===== config.mk =====
export PLATFORM = sky130hd
export DESIGN_NAME = circular_deque_rotate_draw_unit
export DESIGN_NICKNAME = d
export VERILOG_FILES = /design/src/rtl/cdr_pkg.sv /design/src/rtl/cdr_ring.sv /design/src/rtl/cdr_modadd.sv /design/src/rtl/circular_deque_rotate_draw_unit.sv
export SDC_FILE = /design/constraint.sdc
export NUM_CORES = 1
export LEC_CHECK = 0
export BUFFER_PORTS_ARGS = -buffer_cell sky130_fd_sc_hd__buf_2
export CORE_ASPECT_RATIO = 1.75
export CORE_UTILIZATION = 50
export CTS_CLUSTER_SIZE = 25
export DETAILED_ROUTE_END_ITERATION = 12
export PLACE_DENSITY = 0.65
export RECOVER_POWER = 50
export REMOVE_ABC_BUFFERS = 1
export SETUP_SLACK_MARGIN = 0.05
export SYNTH_ARGS = -nofsm -noshare
export SYNTH_HDL_FRONTEND = slang
export SYNTH_HIERARCHICAL = 1
export SYNTH_SLANG_ARGS = --single-unit

===== constraint.sdc =====
create_clock -name aclk -period 4.25 [get_ports aclk]
set_input_delay 0.85 -clock aclk [delete_from_list [all_inputs] [get_ports aclk]]
set_output_delay 0.85 -clock aclk [all_outputs]
set_load 0.005 [all_outputs]

===== src/rtl/cdr_pkg.sv =====
package cdr_pkg;

    // Field widths of the transaction payloads
    localparam int MODE_W  = 1;
    localparam int VAL_W   = 7;
    localparam int LEN_W   = 7;
    localparam int ROT_W   = 6;
    localparam int TOT_W   = 16;
    localparam int REM_W   = 7;

    // Saturation limits and reset value of the length register
    localparam int               ROT_MAX    = 63;
    localparam logic [TOT_W-1:0] TOT_MAX    = 16'hFFFF;
    localparam logic [LEN_W-1:0] LEN_RESET  = 7'd64;

    // Mode codes of an input transaction
    localparam logic [MODE_W-1:0] MODE_RESTART = 1'b0;
    localparam logic [MODE_W-1:0] MODE_DRAW    = 1'b1;

    typedef struct packed {
        logic [MODE_W-1:0] mode;
        logic [VAL_W-1:0]  draw_value;
    } in_item_t;

    typedef struct packed {
        logic [ROT_W-1:0] rotations;
        logic             went_right;
        logic             not_found;
        logic [TOT_W-1:0] total_operations;
        logic [REM_W-1:0] remaining;
    } out_item_t;

endpackage


===== src/rtl/cdr_ring.sv =====
module cdr_ring #(
    parameter int DEPTH = 64
) (
    input  logic                                aclk,
    input  logic                                wr_en,
    input  logic [$clog2(DEPTH)-1:0]            wr_addr,
    input  logic [cdr_pkg::VAL_W-1:0]           wr_data,
    input  logic                                rd_en,
    input  logic [$clog2(DEPTH)-1:0]            rd_addr,
    output logic [cdr_pkg::VAL_W-1:0]           rd_data
);
    import cdr_pkg::*;

    logic [VAL_W-1:0] mem_reg [DEPTH];
    logic [VAL_W-1:0] rd_data_reg;

    // Write one slot per cycle
    always_ff @(posedge aclk) begin
        if (wr_en) begin
            mem_reg[wr_addr] <= wr_data;
        end
    end

    // Registered read port
    always_ff @(posedge aclk) begin
        if (rd_en) begin
            rd_data_reg <= mem_reg[rd_addr];
        end
    end

    assign rd_data = rd_data_reg;

endmodule


===== src/rtl/cdr_modadd.sv =====
module cdr_modadd #(
    parameter int DEPTH = 64
) (
    input  logic [$clog2(DEPTH)-1:0] base,
    input  logic [$clog2(DEPTH)-1:0] offset,
    output logic [$clog2(DEPTH)-1:0] sum
);
    import cdr_pkg::*;

    localparam int IDX_W = $clog2(DEPTH);

    logic [IDX_W:0] raw;

    // Add, then fold back once into the ring
    always_comb begin
        raw = {1'b0, base} + {1'b0, offset};
        if (raw >= (IDX_W+1)'(DEPTH)) begin
            sum = IDX_W'(raw - (IDX_W+1)'(DEPTH));
        end else begin
            sum = IDX_W'(raw);
        end
    end

endmodule


===== src/rtl/circular_deque_rotate_draw_unit.sv =====
// Channel   Direction  Handshake              Payload
// s_        in         s_valid / s_ready      s_data  (mode, draw_value)
// m_        out        m_valid / m_ready      m_data  (rotations, went_right, not_found,
//                                                      total_operations, remaining)
// cfg_      in         cfg_valid / cfg_ready  cfg_data (queue_length)
//
// Restart: one ring write per loaded value, then the result is presented.
// Draw: a pipelined scan for the value (on a miss the result is presented with no rotation),
// then the direction is decided, then a read and a write per rotation step on the single
// ring port pair, then commit and present; at most DEPTH/2 steps (a left turn). The unit
// then returns to idle to accept the next transaction. The shared modular adder forms every
// ring read address and the rotation write addresses; the fill writes its slots directly.
// Reset (aresetn low, synchronous) empties the deque, zeroes the total, loads length 64.
// s_ready is high only while idle; a result waiting on m_ready holds the next result back.
module circular_deque_rotate_draw_unit #(
    parameter int DEPTH = 64
) (
    input  logic                         aclk,
    input  logic                         aresetn,
    input  logic                         s_valid,
    output logic                         s_ready,
    input  cdr_pkg::in_item_t            s_data,
    output logic                         m_valid,
    input  logic                         m_ready,
    output cdr_pkg::out_item_t           m_data,
    input  logic                         cfg_valid,
    output logic                         cfg_ready,
    input  logic [cdr_pkg::LEN_W-1:0]    cfg_data
);
    import cdr_pkg::*;

    localparam int IDX_W = $clog2(DEPTH);
    localparam int CNT_W = $clog2(DEPTH + 1);
    localparam int SUM_W = TOT_W + 1;

    typedef enum logic [2:0] {
        S_IDLE,
        S_FILL,
        S_SCAN,
        S_DECIDE,
        S_READ,
        S_WRITE,
        S_FINISH,
        S_PUSH
    } state_t;

    state_t            state_reg;
    logic [LEN_W-1:0]  cfg_len_reg;
    logic [IDX_W-1:0]  front_reg;
    logic [CNT_W-1:0]  count_reg;
    logic [TOT_W-1:0]  total_reg;
    logic [CNT_W-1:0]  k_reg;
    logic [CNT_W-1:0]  len_reg;
    logic [VAL_W-1:0]  want_reg;
    logic [CNT_W-1:0]  issue_off_reg;
    logic [CNT_W-1:0]  chk_off_reg;
    logic              chk_vld_reg;
    logic [CNT_W-1:0]  d_reg;
    logic [CNT_W-1:0]  rot_reg;
    logic              right_reg;
    logic              miss_reg;
    logic [IDX_W-1:0]  src_off_reg;
    logic [IDX_W-1:0]  dst_off_reg;
    logic [IDX_W-1:0]  adv_reg;
    logic              m_valid_reg;
    out_item_t         m_data_reg;

    logic [IDX_W-1:0]  add_b;
    logic [IDX_W-1:0]  add_sum;
    logic              rd_en;
    logic              wr_en;
    logic [IDX_W-1:0]  wr_addr;
    logic [VAL_W-1:0]  wr_data;
    logic [VAL_W-1:0]  rd_data;
    logic              hit;
    logic [CNT_W-1:0]  fill_len;
    logic              go_right;
    logic [CNT_W-1:0]  rot_calc;
    logic [CNT_W-1:0]  adv_raw;
    logic [SUM_W-1:0]  tot_sum;
    out_item_t         result;

    function automatic logic [IDX_W-1:0] inc_wrap(input logic [IDX_W-1:0] x);
        return (x == IDX_W'(DEPTH - 1)) ? '0 : x + IDX_W'(1);
    endfunction

    function automatic logic [IDX_W-1:0] dec_wrap(input logic [IDX_W-1:0] x);
        return (x == '0) ? IDX_W'(DEPTH - 1) : x - IDX_W'(1);
    endfunction

    cdr_ring #(.DEPTH(DEPTH)) u_ring (
        .aclk    (aclk),
        .wr_en   (wr_en),
        .wr_addr (wr_addr),
        .wr_data (wr_data),
        .rd_en   (rd_en),
        .rd_addr (add_sum),
        .rd_data (rd_data)
    );

    cdr_modadd #(.DEPTH(DEPTH)) u_addr (
        .base   (front_reg),
        .offset (add_b),
        .sum    (add_sum)
    );

    assign s_ready   = aresetn && (state_reg == S_IDLE);
    assign cfg_ready = aresetn;
    assign m_valid   = m_valid_reg;
    assign m_data    = m_data_reg;

    // Clamp the loaded length to the ring size
    assign fill_len = (32'(cfg_len_reg) > DEPTH) ? CNT_W'(DEPTH) : CNT_W'(cfg_len_reg);

    assign hit = chk_vld_reg && (rd_data == want_reg);

    // Pick the shorter direction and the front advance it leaves behind
    always_comb begin
        go_right = d_reg > (count_reg >> 1);
        rot_calc = go_right ? (count_reg - d_reg) : d_reg;
        if (go_right) begin
            adv_raw = CNT_W'(DEPTH) - rot_calc + CNT_W'(1);
        end else begin
            adv_raw = d_reg + CNT_W'(1);
        end
    end

    assign tot_sum = {1'b0, total_reg} + SUM_W'(rot_reg);

    // Assemble the result from committed state
    always_comb begin
        result.rotations        = (32'(rot_reg) > ROT_MAX) ? ROT_W'(ROT_MAX) : ROT_W'(rot_reg);
        result.went_right       = right_reg;
        result.not_found        = miss_reg;
        result.total_operations = total_reg;
        result.remaining        = REM_W'(count_reg);
    end

    // Steer the shared adder and the ring ports
    always_comb begin
        add_b   = '0;
        rd_en   = 1'b0;
        wr_en   = 1'b0;
        wr_addr = '0;
        wr_data = '0;
        case (state_reg)
            S_FILL: begin
                wr_en   = 1'b1;
                wr_addr = IDX_W'(k_reg);
                wr_data = VAL_W'(CNT_W'(k_reg + CNT_W'(1)));
            end
            S_SCAN: begin
                add_b = IDX_W'(issue_off_reg);
                rd_en = !hit && (issue_off_reg != count_reg);
            end
            S_READ: begin
                add_b = src_off_reg;
                rd_en = 1'b1;
            end
            S_WRITE: begin
                add_b   = dst_off_reg;
                wr_en   = 1'b1;
                wr_addr = add_sum;
                wr_data = rd_data;
            end
            S_FINISH: begin
                add_b = adv_reg;
            end
            default: begin
                add_b = '0;
            end
        endcase
    end

    // Sequencer, deque state and result register
    always_ff @(posedge aclk) begin
        if (!aresetn) begin
            state_reg   <= S_IDLE;
            cfg_len_reg <= LEN_RESET;
            front_reg   <= '0;
            count_reg   <= '0;
            total_reg   <= '0;
            chk_vld_reg <= 1'b0;
            m_valid_reg <= 1'b0;
        end else begin
            if (cfg_valid) begin
                cfg_len_reg <= cfg_data;
            end

            // Drop the result once taken, unless a new one is pushed in the same cycle
            if (m_valid_reg && m_ready && (state_reg != S_PUSH)) begin
                m_valid_reg <= 1'b0;
            end

            case (state_reg)
                S_IDLE: begin
                    if (s_valid) begin
                        want_reg      <= s_data.draw_value;
                        k_reg         <= '0;
                        issue_off_reg <= '0;
                        chk_vld_reg   <= 1'b0;
                        rot_reg       <= '0;
                        right_reg     <= 1'b0;
                        miss_reg      <= 1'b0;
                        len_reg       <= fill_len;
                        if (s_data.mode == MODE_DRAW) begin
                            state_reg <= S_SCAN;
                        end else if (fill_len == '0) begin
                            front_reg <= '0;
                            count_reg <= '0;
                            total_reg <= '0;
                            state_reg <= S_PUSH;
                        end else begin
                            state_reg <= S_FILL;
                        end
                    end
                end
                S_FILL: begin
                    if (k_reg + CNT_W'(1) == len_reg) begin
                        front_reg <= '0;
                        count_reg <= len_reg;
                        total_reg <= '0;
                        state_reg <= S_PUSH;
                    end else begin
                        k_reg <= k_reg + CNT_W'(1);
                    end
                end
                S_SCAN: begin
                    if (hit) begin
                        d_reg       <= chk_off_reg;
                        chk_vld_reg <= 1'b0;
                        state_reg   <= S_DECIDE;
                    end else if (issue_off_reg == count_reg) begin
                        miss_reg    <= 1'b1;
                        chk_vld_reg <= 1'b0;
                        state_reg   <= S_PUSH;
                    end else begin
                        chk_vld_reg   <= 1'b1;
                        chk_off_reg   <= issue_off_reg;
                        issue_off_reg <= issue_off_reg + CNT_W'(1);
                    end
                end
                S_DECIDE: begin
                    rot_reg   <= rot_calc;
                    right_reg <= go_right;
                    k_reg     <= '0;
                    adv_reg   <= (adv_raw == CNT_W'(DEPTH)) ? '0 : IDX_W'(adv_raw);
                    if (go_right) begin
                        src_off_reg <= IDX_W'(count_reg - CNT_W'(1));
                        dst_off_reg <= IDX_W'(DEPTH - 1);
                    end else begin
                        src_off_reg <= '0;
                        dst_off_reg <= (count_reg == CNT_W'(DEPTH)) ? '0 : IDX_W'(count_reg);
                    end
                    state_reg <= (rot_calc == '0) ? S_FINISH : S_READ;
                end
                S_READ: begin
                    state_reg <= S_WRITE;
                end
                S_WRITE: begin
                    if (right_reg) begin
                        src_off_reg <= dec_wrap(src_off_reg);
                        dst_off_reg <= dec_wrap(dst_off_reg);
                    end else begin
                        src_off_reg <= inc_wrap(src_off_reg);
                        dst_off_reg <= inc_wrap(dst_off_reg);
                    end
                    if (k_reg + CNT_W'(1) == rot_reg) begin
                        state_reg <= S_FINISH;
                    end else begin
                        k_reg     <= k_reg + CNT_W'(1);
                        state_reg <= S_READ;
                    end
                end
                S_FINISH: begin
                    // Commit: new front, one fewer entry, saturating total
                    front_reg <= add_sum;
                    count_reg <= count_reg - CNT_W'(1);
                    total_reg <= tot_sum[TOT_W] ? TOT_MAX : tot_sum[TOT_W-1:0];
                    state_reg <= S_PUSH;
                end
                S_PUSH: begin
                    // Hold until the output register is free
                    if (!m_valid_reg || m_ready) begin
                        m_valid_reg <= 1'b1;
                        m_data_reg  <= result;
                        state_reg   <= S_IDLE;
                    end
                end
                default: begin
                    state_reg <= S_IDLE;
                end
            endcase
        end
    end

endmodule

---- Word level (Yosys, flattened, before mapping) ----
Memory sizes are Yosys's and may differ from the RTL's. A register that Yosys moved wholly into a read port is not among the register bits.
Cells that the tools add are included.
word-level totals
  flip-flop bits (word level) ............. 141
  bits in writable memories ............... 448
  word-level logic and storage cells ...... 172
  memories ................................ 1
memories
  memory          words  bits a word  read ports  clocked after memory_dff  wr ports  line            source
  u_ring.mem_reg  64     7            1           1                         1         cdr_ring.sv:14  logic [VAL_W-1:0] mem_reg [DEPTH];
cells by class
  add/subtract/negate cells ............... 14
  order comparisons ....................... 4
  equality and inequality tests ........... 28
  muxes and demuxes ....................... 67
  bitwise gates (word level) .............. 2
  reductions and logical operators ........ 32
operators by type and width
  cell                                                                count
  6-bit two-way mux                                                   14
  7-bit two-way mux                                                   12
  16-bit two-way mux                                                  5
  16-bit one-hot mux with 3 select lines                              1
  7-bit one-hot mux with 2 select lines                               3
  6-bit one-hot mux with 2 select lines                               3
  7-bit by 1-bit adder with 7-bit output, second input constant       4
  7-bit == test                                                       4
  7-bit one-hot mux with 4 select lines                               1
  3-bit one-hot mux with 8 select lines                               1
  6-bit one-hot mux with 4 select lines                               1
  3-bit two-way mux                                                   7
  7-bit one-hot mux with 3 select lines                               1
  5-bit AND reduction                                                 4
  2-bit != test, second input constant                                9
  6-bit one-hot mux with 3 select lines                               1
  6-bit by 1-bit subtractor with 6-bit output, second input constant  3
  16-bit by 7-bit adder with 17-bit output                            1
  7-bit == test, second input constant                                2
  7-bit zero test                                                     2
  6-bit by 1-bit adder with 6-bit output, second input constant       2
  3-bit == test, second input constant                                4
  6-bit == test, second input constant                                2
  6-bit zero test                                                     2
  other kinds (28)                                                    58

---- Longest topological paths before layout ----
Gate-level depths: netlist of run 1.
  depth in word-level cells ............... 7
  gate-level depth with buffers ........... 18

---- Modules after synthesis ----
The synthesis of run 1 kept the hierarchy.
modules (own cells, without submodules)
  module                           times used  cells an instance  area each (sq um)  seq. area each (sq um)
  cdr_ring                         1           856                17,782.1           13,663.1
  circular_deque_rotate_draw_unit  1           805                8,050.2            3,823.7
  cdr_modadd                       1           19                 186.4              0.0

---- Worst setup path before layout of run 1 ----
No wires, ideal clock.
  kind .................................... reg-to-reg
  from .................................... reg state_reg[1]
  to ...................................... mem u_ring.mem_reg[23][0], enable pin
  setup time .............................. 360 ps
  arrival time ............................ 4,069 ps
  setup slack ............................. -179 ps
  stages on the path, launching flop included .. 18
  buffers on the path ..................... 4
  period minus slack after synthesis ...... 4,429 ps
  cell sequence ........................... dfxtp_1 -> clkbuf_1 -> clkbuf_1 -> mux2i_1 -> nor2_1 -> a21oi_1 -> o22ai_1 -> ha_1 -> fa_1 -> a21o_2 -> a21oi_1 -> xnor2_1 -> mux2i_1 -> nor2_1 -> clkbuf_1 -> or3b_2 -> clkbuf_1 -> nor2_1
between the ends
  longest elaborated chain between the ends .. 6
  elaborated cells on any way between the ends .. 15
  classes of those cells .................. add/sub: 2; order compare: 1; eq/ne: 5; mux: 6; reduce/logical: 1
ends and longest elaborated chain
  what                                                                                line                                    source
  start: declaration                                                                  circular_deque_rotate_draw_unit.sv:47   state_t state_reg;
  start signal: assignment                                                            circular_deque_rotate_draw_unit.sv:255  state_reg <= (rot_calc == '0) ? S_FINISH : S_READ;
  3-bit == test or 3-bit by 2-bit == test with 1-bit output (tied branches)           circular_deque_rotate_draw_unit.sv:146  case (state_reg)
  6-bit one-hot mux with 4 select lines (*)                                           circular_deque_rotate_draw_unit.sv:146
  via add_b[0]                                                                        circular_deque_rotate_draw_unit.sv:68   logic [IDX_W-1:0] add_b;
  6-bit by 6-bit adder with 7-bit output (*)                                          cdr_modadd.sv:16                        raw = {1'b0, base} + {1'b0, offset};
  6-bit by 1-bit subtractor with 6-bit output or 7-bit >= comparator (tied branches)  cdr_modadd.sv:18, cdr_modadd.sv:17
  6-bit two-way mux (*)                                                               cdr_modadd.sv:17                        if (raw >= (IDX_W+1)'(DEPTH)) begin
  via add_sum[4]                                                                      circular_deque_rotate_draw_unit.sv:69   logic [IDX_W-1:0] add_sum;
  6-bit one-hot mux with 2 select lines (*)                                           circular_deque_rotate_draw_unit.sv:146
  via wr_addr[4]                                                                      circular_deque_rotate_draw_unit.sv:72   logic [IDX_W-1:0] wr_addr;
  end: declaration                                                                    cdr_ring.sv:14
Mark *: on every way through the listed nets, which the timed path passes. The rest lies on a longest branch.

---- Worst setup path after layout of run 1 ----
  from .................................... reg state_reg[2]
  to ...................................... mem u_ring.mem_reg[21][6], enable pin
The elaborated chain is that of the path after synthesis.

==> metrics.csv, run 1 <==
metric,value,unit
die_height,304,um
starting_density,50.5,%
dr.first_iter.drc_count,1517,
insertion_delay,0.61,ns
synth_top_area_share,64.1,%
syn_area_per_cell,15.5,um2
fin_worst_skew,0.0240,ns
failed_checks,"capacitance limit, slew limit",
vias,15700,
yosys-top-cells-area,"sky130_fd_sc_hd__edfxtp_1 64%, sky130_fd_sc_hd__mux4_2 9.5%, sky130_fd_sc_hd__dfxtp_1 3.2%",
floorplan.rows,110,
storage_element_area,17500,um2
design.core.area,51500,um2
worstSetupStartpointType,register,
max_freq,246,MHz
wirelength,67.9,mm
cts_inserted_buffers,52,
globalRouteOverflowTotal,0,
max_slew_margin,-71.8,%
setup_viol,0,
synthCells,1680,
synthDistinctLibCells,81,
postRouteAntennaNets,0,
placed_cell_areas,28000,um2
p_per_area,636,nW/um2
synth_enable_flop_cells,555,
yosysWarningCount,6,
largest_reg_flops,448,
min_period_over_period,95.8,%
number_of_failing_hold_endpoints_at_the_final_stage,0,
grt_util_all_layers,26.0,%
syn_to_final_growth,14.0,%
clock_pin_transition_on_the_worst_setup_and_hold_timing_paths,0.07,ns
cts_tree,built,
htreeDepth,2,
gp_congestion,0.935,
layout_net_count,1915,
die_outline_area,53000,um2
max_slew.worst_pin.slew,2.57,ns
power,0.0189,W
synth_top_flop_cell,sky130_fd_sc_hd__edfxtp_1,
timing.critical_path.required,4.56,ns
grt_setup_unrepaired,false,
grt_max_degree,65,
numPortBuffers,53,
largest_buffer_count_on_any_clock_path,3,
finalWorstPathRequiredPeriod,4.07,ns
synth_top_cells_by_count,"555 x sky130_fd_sc_hd__edfxtp_1, 183 x sky130_fd_sc_hd__nor2_1, 110 x sky130_fd_sc_hd__mux4_2",
setup_slack,0.177,ns
first_global_vias,16000,
ioPinCount,54,
global_route_track_usage_on_met3,2.40,%
post-route-drc-count,0,
fin_worst_hold_slack,0.453,ns
antenna_cells_inserted,0,
fill_cells,4016,
power.ir.vdd_worst,0.367,mV
pre_cts_ws,0.147,ns
clockPowerShare,25.5,%
globalRoute.busiestLayer,met2,
post_route_cells_drive_above_1_share,21.0,%
seq_area_frac_synth,67.2,%
synthesis.area,26000,um2
grt_antenna_before_repair,0,
min_path_type,register to register,
maxSlewViolCount,155,
yosysTopAreaCell,sky130_fd_sc_hd__edfxtp_1,
grt_first_pass_wirelength,101,mm
maxCapViolations,5,
wl_per_cell,26.4,um
layout.cell_area.non_filler,29700,um2
groute.layer.met2.usage,48.1,%
critical_path.max_fanout,8,
critical_setup_path_class,register to register,
setup.worst_path.end_class,register,
drt_pre_antenna_iters,5,
multi_input_area,8030,um2
run_status,"complete, but fails checks",
dp.final_hpwl,48.8,mm
synth.most_common_cell,sky130_fd_sc_hd__edfxtp_1,
synth_async_sr_flop_share,0,%
comb_power_share,34.1,%
global_route.usage.met1,27.3,%
p_int,0.0125,W
ffs_latches_synth,596,
p_sw,0.00638,W
die_x,174,um
power_frac_seq,40.4,%
number_of_buffers_inserted_by_hold_repair_at_cts,0,
data_arrival_at_the_endpoint_of_the_critical_path,4.38,ns
tritoncts_num_sinks,596,
route.detailed.vias_per_inst,6.09,
clock_tree.root_cell,sky130_fd_sc_hd__clkbuf_16,
swShare,33.9,%
power_leakage,9.73,nW
==> power groups by stage <==
stage	Clock (W)	Combinational [W]	Sequential, W
floorplan	0	0.00404	0.00767
global placement	0	0.00636	0.00770
CTS	0.00486	0.00648	0.00758
finish	0.00481	0.00644	0.00761
global route	0.00506	0.00680	0.00764
detailed placement	0	0.00646	0.00770
==> logic make-up after synthesis <==
| group | Yosys count | share of synthesized area, % |
|---|---|---|
| buffers and inverters | 134 | 2.42 |
| AND/OR/NAND/NOR | 432 | 7.96 |
| AO/OA/AOI/OAI | 262 | 7.02 |
| adder cells (fa/ha/maj) | 40 | 2.00 |
| flip-flops | 596 | 67.2 |
| XOR/XNOR | 62 | 2.14 |
| multiplexers | 154 | 11.2 |
==> timing repair <==
item / in CTS / in global routing
buffers inserted: 0 / 1
resized for setup: 0 / 12
setup endpoints to repair: 0 / 354
==> layer usage <==
layer	routed length (um)	part of all wire (%)	up-vias
li1	-	-	6935
met1	22400	33	7897
met2	36800	54	611
met3	3010	4.4	210
met4	5630	8.3	0
met5	0	0	-
==> per-stage QoR <==
step                      setup TNS, ns  instances  util [%]
after global routing                  0       2570      57.6
final                                 0       2570      57.6
after floorplan                -1387.00       1590         -
after global placement                0       2473      54.5
after CTS                             0       2569      57.8
after detailed placement              0       2473      54.5
==> final cells by class <==
| class | count | area share [%] |
|---|---|---|
| clock buffers | 62 | 4.65 |
| multi-input cells | 950 | 27.1 |
| clock inverters | 34 | 1.14 |
| well taps | 672 | 2.84 |
| inverters | 44 | 0.557 |
| flip-flops and latches | 596 | 59.0 |
| repair buffers | 212 | 4.78 |
==> layout by cell type (no fill, tap or decap), types with 6 or more instances in the layout <==
cell type                   count
sky130_fd_sc_hd__o22ai_1       29
sky130_fd_sc_hd__o2bb2ai_1      8
sky130_fd_sc_hd__buf_2         19
sky130_fd_sc_hd__nor2b_1       28
sky130_fd_sc_hd__or2_2          9
sky130_fd_sc_hd__clkbuf_16     53
sky130_fd_sc_hd__and3_1        11
sky130_fd_sc_hd__a22oi_1       10
sky130_fd_sc_hd__a21oi_1       36
sky130_fd_sc_hd__mux2i_1       38
sky130_fd_sc_hd__o31ai_1        7
sky130_fd_sc_hd__clkinv_2       9
sky130_fd_sc_hd__mux4_2       110
sky130_fd_sc_hd__xor2_1        28
sky130_fd_sc_hd__dfxtp_1       41
sky130_fd_sc_hd__a31oi_1       24
sky130_fd_sc_hd__or3_1          8
sky130_fd_sc_hd__nor3_1        23
sky130_fd_sc_hd__buf_4        130
sky130_fd_sc_hd__clkinv_1      10
sky130_fd_sc_hd__nand4_1        9
sky130_fd_sc_hd__nor2_1       178
sky130_fd_sc_hd__nand2_1       66
sky130_fd_sc_hd__nand3_1       38
sky130_fd_sc_hd__a22o_1         8
sky130_fd_sc_hd__a211oi_1      16
sky130_fd_sc_hd__edfxtp_1     555
sky130_fd_sc_hd__a221oi_1       6
sky130_fd_sc_hd__nand3b_1      13
sky130_fd_sc_hd__o21ai_0       47
sky130_fd_sc_hd__nand2b_1       9
sky130_fd_sc_hd__clkbuf_1      59
sky130_fd_sc_hd__buf_12         6
sky130_fd_sc_hd__nor3b_1        7
sky130_fd_sc_hd__inv_1         44
sky130_fd_sc_hd__xnor2_1       29
sky130_fd_sc_hd__ha_1          34
==> critical path, cell delays in order, from the launching register on <==
cell,delay (ns)
sky130_fd_sc_hd__dfxtp_1,0.42
sky130_fd_sc_hd__mux2_2,0.36
sky130_fd_sc_hd__a22oi_1,0.22
sky130_fd_sc_hd__o22ai_1,0.16
sky130_fd_sc_hd__fa_4,0.57
sky130_fd_sc_hd__a21o_2,0.23
sky130_fd_sc_hd__a21oi_1,0.23
sky130_fd_sc_hd__xnor2_2,0.24
sky130_fd_sc_hd__mux2i_1,0.16
sky130_fd_sc_hd__nor2_2,0.20
sky130_fd_sc_hd__or3b_2,0.62
sky130_fd_sc_hd__nor2_1,0.17
sky130_fd_sc_hd__buf_4,0.20
==> path summary, 6_finish.rpt <==
check,start,endpoint,slack (ns),cells past startpoint
min,miss_reg,m_data[23],0.45,0
max reg2reg,state_reg[2],u_ring/mem_reg[21][6],0.18,12
min reg2reg,miss_reg,m_data[23],0.45,0
max,state_reg[2],u_ring/mem_reg[21][6],0.18,12
No activity file was read; power rests on OpenSTA's default activity.
==> run 2, diff against run 1 <==
--- a/config.mk
+++ b/config.mk
@@ -6,7 +6,6 @@
 export NUM_CORES = 1
 export LEC_CHECK = 0
 export BUFFER_PORTS_ARGS = -buffer_cell sky130_fd_sc_hd__buf_2
-export CORE_ASPECT_RATIO = 1.75
 export CORE_UTILIZATION = 50
 export CTS_CLUSTER_SIZE = 25
 export DETAILED_ROUTE_END_ITERATION = 12
==> run 2 against run 1 <==
  * Fmax rose by 0.96%
  * Critical path type unchanged
  * First-iteration DRC count is 4.7% lower
  * Clock-buffer cell count up 10
  * Highest routed layer unchanged
  * The run still ends with capacitance limit, slew limit left
==> metrics.csv, run 2 (synthesis gave the netlist of run 1 again) <==
metric,value,unit,change
drt_pre_antenna_iters,7,,+2
antenna_cells_inserted,0,,unchanged
swShare,32.7,%,-1.1 points
die_height,230,um,-24%
setup_tns_final,0,ns,unchanged
layout.cell_area.non_filler,29700,um2,+0.13%
register_to_register_path_setup_slack,0.22,ns,+0.04 ns
largest_reg_flops,448,,unchanged
slowest_stage,sky130_fd_sc_hd__or3b_2,,
max_freq,248,MHz,+0.96%
starting_density,50.6,%,+0.068 points
fin_worst_skew,0.0429,ns,+0.0190 ns
power.ir.vdd_worst,0.415,mV,+13%
layout.cells.most_common,sky130_fd_sc_hd__edfxtp_1,,
fill_cells,3975,,-1.0%
vias,15500,,-0.88%
grt_util_all_layers,24.0,%,-2.0 points
placed_cell_areas,27800,um2,-0.85%
maxCapViolations,4,,-1
r2r.worst_path.cells,15,,+3
largest_buffer_count_on_any_clock_path,3,,unchanged
clockPowerShare,27.8,%,+2.3 points
finalWorstPathRequiredPeriod,4.03,ns,-0.0388 ns
multi_input_area,8000,um2,-0.41%
power_leakage,9.75,nW,+0.21%
critical_path.max_stage_delay,0.55,ns,-0.07 ns
setup_viol,0,,unchanged
p_int,0.0127,W,+1.7%
grt_first_pass_wirelength,95.4,mm,-5.5%
floorplan.rows,83,,-25%
postRouteAntennaNets,0,,unchanged
post-route-drc-count,0,,unchanged
globalRouteOverflowTotal,0,,unchanged
die_x,230,um,+32%
worst_r2r_startpoint,state_reg[2],,
storage_element_area,17500,um2,unchanged
critical_path.startpoint,state_reg[2],,
critical_setup_path_class,register to register,,
syn_to_final_growth,14.1,%,
tritoncts_num_sinks,596,,unchanged
gp_congestion,0.885,,-5.4%
grt_max_degree,65,,unchanged
insertion_delay,0.64,ns,+0.03 ns
grt_setup_unrepaired,false,,
fin_worst_hold_slack,0.398,ns,-0.0553 ns
power_frac_seq,40.4,%,about the same
comb_power_share,31.8,%,-2.3 points
p_sw,0.00617,W,-3.3%
numPortBuffers,53,,unchanged
wirelength,62.7,mm,-7.7%
cts_inserted_buffers,60,,+15%
holdPathStages,1,,+1
worstSetupStartpointType,register,,
timing.critical_path.required,4.65,ns,+0.09 ns
critical_path.max_fanout,7,,-1
data_arrival_at_the_endpoint_of_the_critical_path,4.43,ns,+0.05 ns
run_status,"complete, but fails checks",,
clock_tree.root_cell,sky130_fd_sc_hd__clkbuf_16,,
dp.final_hpwl,42.1,mm,-14%
max_slew_margin,-19.6,%,+52 points
route.detailed.vias_per_inst,6.05,,-0.64%
dr.first_iter.drc_count,1445,,-4.7%
power,0.0189,W,about the same
clock_pin_transition_on_the_worst_setup_and_hold_timing_paths,0.06,ns,about the same
setup_slack,0.216,ns,+0.0388 ns
min_delay_worst_endpoint,want_reg[4],,
regToRegEndpoint,u_ring/rd_data[2],,
failed_checks,"capacitance limit, slew limit",,
wl_per_cell,24.4,um,-7.4%
worst_hold_startpoint,s_data[4],,
grt_antenna_before_repair,0,,unchanged
htreeDepth,2,,unchanged
pre_cts_ws,0.108,ns,-0.0388 ns
post_route_cells_drive_above_1_share,20.8,%,-0.22 points
setup.worst_path.end_class,register,,
maxSlewViolCount,95,,-39%
first_global_vias,15500,,-3.3%
number_of_failing_hold_endpoints_at_the_final_stage,0,,unchanged
layout_net_count,1893,,-1.1%
series_of_cell_instances_along_the_critical_path,"buf_4, inv_1, nor2_1, a21oi_1, o22ai_1, ha_4, fa_4, a21o_2, a21oi_1, xnor2_2, buf_4, or3b_2, o22ai_1, a211oi_1, a32o_1",,
die_outline_area,53000,um2,about the same
min_period_over_period,94.9,%,-0.91 points
min_path_type,input port to register,,
cts_tree,built,,
p_per_area,635,nW/um2,-0.12%
max_slew.worst_pin.slew,1.79,ns,-0.775 ns
design.core.area,51400,um2,-0.13%
ioPinCount,54,,unchanged
layout.cells.most_common_list,"555 x sky130_fd_sc_hd__edfxtp_1, 176 x sky130_fd_sc_hd__nor2_1, 110 x sky130_fd_sc_hd__mux4_2, 107 x sky130_fd_sc_hd__buf_4, 66 x sky130_fd_sc_hd__nand2_1",,
run 2: cell count changes in the layout (fill, tap and decap cells not counted), sizes merged:
cell	delta
buf	-11
bufinv	+2
clkbuf	-9
clkinv	+6
inv	-2
run 2: how the worst max path moves through the flow:
stage | slack, ns | cells past startpoint | endpoint
2_1_floorplan | -3.55 | 8 | u_ring/mem_reg[33][0]
3_3_place_gp | 0.24 | 13 | u_ring/rd_data[5]
3_5_place_dp | 0.11 | 13 | u_ring/rd_data[5]
4_1_cts | 0.12 | 13 | u_ring/rd_data[5]
5_1_grt | 0.04 | 17 | u_ring/mem_reg[32][2]
6_report | 0.22 | 15 | u_ring/rd_data[2]
run 2: routing by layer:
metal	share of wire, %	track usage [%]	up-vias
met2	49	39.6	608
met1	41	32.7	7866
met4	3.4	8.20	0
met5	0	0	-
met3	6.6	3.63	127
li1	-	-	6915
run 2: per-stage QoR:
| stage | utilization [%] | cells |
|---|---|---|
| 3_5_place_dp | 54.1 | 2448 |
| 2_1_floorplan | - | 1590 |
| 6_report | 57.8 | 2564 |
| 4_1_cts | 57.9 | 2560 |
| 5_1_grt | 57.8 | 2564 |
| 3_3_place_gp | 54.1 | 2448 |
run 2: critical path: cells and delay by family, from the launching register on:
kind                     cells  cell delay (ns)
AND/OR/NAND/NOR              2             0.62
AO/OA/AOI/OAI                7             1.49
buffers and inverters        3             0.51
XOR/XNOR                     1             0.18
flip-flops                   1             0.35
adder cells (fa/ha/maj)      2             0.68
run 2: power groups by stage:
stage / Combinational, W / Clock [W] / Sequential, W
6_report: 0.00600 / 0.00525 / 0.00761
2_1_floorplan: 0.00404 / 0 / 0.00767
3_3_place_gp: 0.00590 / 0 / 0.00770
4_1_cts: 0.00602 / 0.00533 / 0.00759
3_5_place_dp: 0.00599 / 0 / 0.00771
5_1_grt: 0.00641 / 0.00554 / 0.00764
run 2: area by class of cell:
type	instances	area share, %
clock buffers	72	5.21
well taps	680	2.86
multi-input cells	950	26.9
inverters	44	0.556
clock inverters	40	1.43
flip-flops and latches	596	58.9
repair buffers	182	4.13
run 2: what timing repair did:
item,4_1_cts,5_1_grt
buffers inserted,0,4
resized for setup,0,3
setup endpoints to repair,0,53
hold endpoints to repair,0,0
hold buffers,0,0
==> run 3, diff against run 2 <==
--- a/config.mk
+++ b/config.mk
@@ -5,15 +5,15 @@
 export SDC_FILE = /design/constraint.sdc
 export NUM_CORES = 1
 export LEC_CHECK = 0
-export BUFFER_PORTS_ARGS = -buffer_cell sky130_fd_sc_hd__buf_2
 export CORE_UTILIZATION = 50
 export CTS_CLUSTER_SIZE = 25
 export DETAILED_ROUTE_END_ITERATION = 12
+export DONT_BUFFER_PORTS = 1
 export PLACE_DENSITY = 0.65
 export RECOVER_POWER = 50
 export REMOVE_ABC_BUFFERS = 1
 export SETUP_SLACK_MARGIN = 0.05
+export SKIP_LAST_GASP = 1
 export SYNTH_ARGS = -nofsm -noshare
 export SYNTH_HDL_FRONTEND = slang
-export SYNTH_HIERARCHICAL = 1
 export SYNTH_SLANG_ARGS = --single-unit
==> run 3 against run 2 <==
  * The run still ends with capacitance limit, slew limit left
  * Wire length is 1.6% lower
  * Synthesized cell count decreased by 4.6%
  * Worst hold slack worse by 0.10 ns
  * Utilization decreased by 0.50 points
  * Clock power fell by 3%
  * Non-clock buffer count decreased by 62
  * Register-to-register slack worse by 0.13 ns
  * Clock skew increased by 0.0041 ns
  * Die area down 0.33%
  * Global-route usage down 0.44 points
  * Critical endpoint is now u_ring.rd_data[0]
  * Highest routed layer unchanged
==> metrics.csv, run 3 <==
metric,value,unit,change
run_status,"complete, but fails checks",,
failed_checks,"capacitance limit, slew limit",,
tritoncts_num_sinks,596,,unchanged
critical_path.startpoint,state_reg[0],,
worst_r2r_startpoint,state_reg[0],,
highest-signal-layer,met4,,
setup_tns_final,0,ns,unchanged
min_path_type,input port to register,,
critical_path.max_fanout,19,,+12
grt_first_pass_wirelength,92.8,mm,-2.8%
globalRouteOverflowTotal,0,,unchanged
number_of_buffers_inserted_by_hold_repair_at_cts,0,,unchanged
synthCells,1602,,-4.6%
max_freq,240,MHz,-3.2%
ffs_latches_synth,596,,unchanged
design.core.area,51300,um2,-0.20%
cts_tree,built,,
first_global_vias,14600,,-5.9%
largest_reg_flops,448,,unchanged
layout.cells.most_common,sky130_fd_sc_hd__edfxtp_1,,
p_per_area,642,nW/um2,+1.0%
grt_setup_unrepaired,true,,
starting_density,50.5,%,-0.066 points
cts_inserted_buffers,58,,-3.3%
min_period_over_period,98.1,%,+3.2 points
register_to_register_path_setup_slack,0.08,ns,-0.13 ns
synthDistinctLibCells,77,,-4.9%
synth_top_flop_cell,sky130_fd_sc_hd__edfxtp_1,,
vias,14900,,-3.8%
number_of_failing_hold_endpoints_at_the_final_stage,0,,unchanged
r2r.worst_path.cells,13,,-2
seq_area_frac_synth,67.4,%,+0.22 points
postRouteAntennaNets,0,,unchanged
grt_util_all_layers,23.6,%,-0.44 points
setup_viol,0,,unchanged
critical_setup_path_class,register to register,,
grt_antenna_before_repair,0,,unchanged
synth_enable_flop_cells,555,,unchanged
clock_tree.root_cell,sky130_fd_sc_hd__clkbuf_16,,
fin_worst_hold_slack,0.295,ns,-0.103 ns
synthesis.area,25900,um2,-0.33%
wl_met2,30.4,mm,-0.84%
wl_per_cell,25.5,um,+4.2%
wl_met3,3.96,mm,-3.9%
grt_max_degree,65,,unchanged
drt_pre_antenna_iters,6,,-1
timing.critical_path.required,4.59,ns,-0.06 ns
worstSetupStartpointType,register,,
floorplan.rows,83,,unchanged
maxCapViolations,4,,unchanged
layout.cells.most_common_list,"555 x sky130_fd_sc_hd__edfxtp_1, 140 x sky130_fd_sc_hd__mux4_2, 106 x sky130_fd_sc_hd__nor2_1, 92 x sky130_fd_sc_hd__buf_4, 70 x sky130_fd_sc_hd__a21oi_1",,
post-route-drc-count,0,,unchanged
data_arrival_at_the_endpoint_of_the_critical_path,4.51,ns,+0.08 ns
dr.first_iter.drc_count,1368,,-5.3%
largest_buffer_count_on_any_clock_path,3,,unchanged
max_slew.worst_pin.slew,2.00,ns,+0.206 ns
layout_net_count,1754,,-7.3%
yosysWarningCount,0,,-6
fin_worst_skew,0.0470,ns,+0.00405 ns
post_route_cells_drive_above_1_share,21.6,%,+0.74 points
wirelength,61.7,mm,-1.6%
regToRegEndpoint,u_ring.rd_data[0],,
dp.final_hpwl,40.5,mm,-3.8%
worst_hold_startpoint,s_data[6],,
min_delay_worst_endpoint,want_reg[6],,
synth_top_cells_by_count,"555 x sky130_fd_sc_hd__edfxtp_1, 140 x sky130_fd_sc_hd__mux4_2, 117 x sky130_fd_sc_hd__nor2_1",,
clock_pin_transition_on_the_worst_setup_and_hold_timing_paths,0.07,ns,about the same
maxSlewViolCount,130,,+37%
synth.most_common_cell,sky130_fd_sc_hd__edfxtp_1,,
finalWorstPathRequiredPeriod,4.17,ns,+0.134 ns
syn_area_per_cell,16.2,um2,+4.5%
setup.worst_path.end_class,register,,
ioPinCount,54,,unchanged
power.ir.vdd_worst,0.447,mV,+7.8%
synth_async_sr_flop_share,0,%,unchanged
die_x,230,um,-0.16%
yosys-top-cells-area,"sky130_fd_sc_hd__edfxtp_1 64%, sky130_fd_sc_hd__mux4_2 12%, sky130_fd_sc_hd__dfxtp_1 3.2%",,
syn_to_final_growth,13.3,%,
route.detailed.vias_per_inst,6.16,,+1.8%
max_slew_margin,-33.2,%,-14 points
numPortBuffers,0,,-100%
power_leakage,9.51,nW,-2.5%
die_outline_area,52800,um2,-0.33%
synth_top_area_share,64.3,%,+0.21 points
htreeDepth,2,,unchanged
power,0.0188,W,about the same
met1Wirelength,25.7,mm,-0.11%
yosysTopAreaCell,sky130_fd_sc_hd__edfxtp_1,,
holdPathStages,0,,-1
insertion_delay,0.65,ns,about the same
gp_congestion,0.930,,+5.1%
die_height,230,um,-0.16%
-- run 3: cells by family after synthesis --
family	Yosys count	synth area share, %
XOR/XNOR	64	2.47
flip-flops	596	67.4
multiplexers	166	13.2
AO/OA/AOI/OAI	246	6.00
buffers and inverters	130	2.20
adder cells (fa/ha/maj)	39	1.97
AND/OR/NAND/NOR	361	6.76
-- run 3: area by class of cell --
class                           count  area (um2)
Antenna cell                        2        5.00
Clock buffer                       72        1520
Clock inverter                     33         354
Fill cell                        3968       21900
Inverter                           43         161
Multi-Input combinational cell    876        8010
Sequential cell                   596       17500
Tap cell                          680         851
Timing Repair Buffer              120         981
-- run 3: what timing repair did --
action                                  4_1_cts  5_1_grt
buffers inserted                              0        1
gates cloned                                  1        1
endpoints found under the setup margin        6      185
gates resized for setup                       5       22
pin swaps                                     0        1
-- run 3: worst max path at each step --
stage	slack (ns)	to
detailed placement	-0.05	u_ring.rd_data[6]
global placement	0.02	u_ring.rd_data[6]
floorplan	-3.48	u_ring.rd_data[0]
CTS	0.05	u_ring.rd_data[1]
global route	-0.04	u_ring.mem_reg[31][5]
finish	0.08	u_ring.rd_data[0]
-- run 3: routing by layer --
layer | global-route usage (%) | vias to the layer above
met2 | 38.8 | 611
met5 | 0 | -
met3 | 3.46 | 113
li1 | - | 6534
met4 | 7.18 | 0
met1 | 32.7 | 7663
-- run 3: worst max-delay path: stages (launching register included) --
cell and delay, ns:
sky130_fd_sc_hd__dfxtp_2 0.36, sky130_fd_sc_hd__nor2_1 0.16, sky130_fd_sc_hd__nand2_2 0.08, sky130_fd_sc_hd__inv_1 0.23, sky130_fd_sc_hd__a22o_1 0.24, sky130_fd_sc_hd__ha_4 0.14
sky130_fd_sc_hd__inv_1 0.05, sky130_fd_sc_hd__fa_4 0.83, sky130_fd_sc_hd__buf_16 0.21, sky130_fd_sc_hd__buf_4 0.23, sky130_fd_sc_hd__mux4_2 0.33, sky130_fd_sc_hd__mux4_2 0.52
sky130_fd_sc_hd__a211oi_1 0.39, sky130_fd_sc_hd__a21oi_1 0.08
-- run 3: power by group --
group / switching [W] / internal [W]
registers: 0.000318 / 0.00733
clock network: 0.00219 / 0.00290
logic: 0.00356 / 0.00255
-- run 3: through the flow --
step | area, um2 | utilization (%) | worst slack [ns] | std cells
floorplan | 25500 | - | -3.48 | 1515
global placement | 27500 | 53.5 | 0.0172 | 2312
detailed placement | 27500 | 53.5 | -0.0504 | 2312
CTS | 29400 | 57.3 | 0.0548 | 2418
global route | 29400 | 57.3 | -0.0401 | 2420
finish | 29400 | 57.3 | 0.0817 | 2422
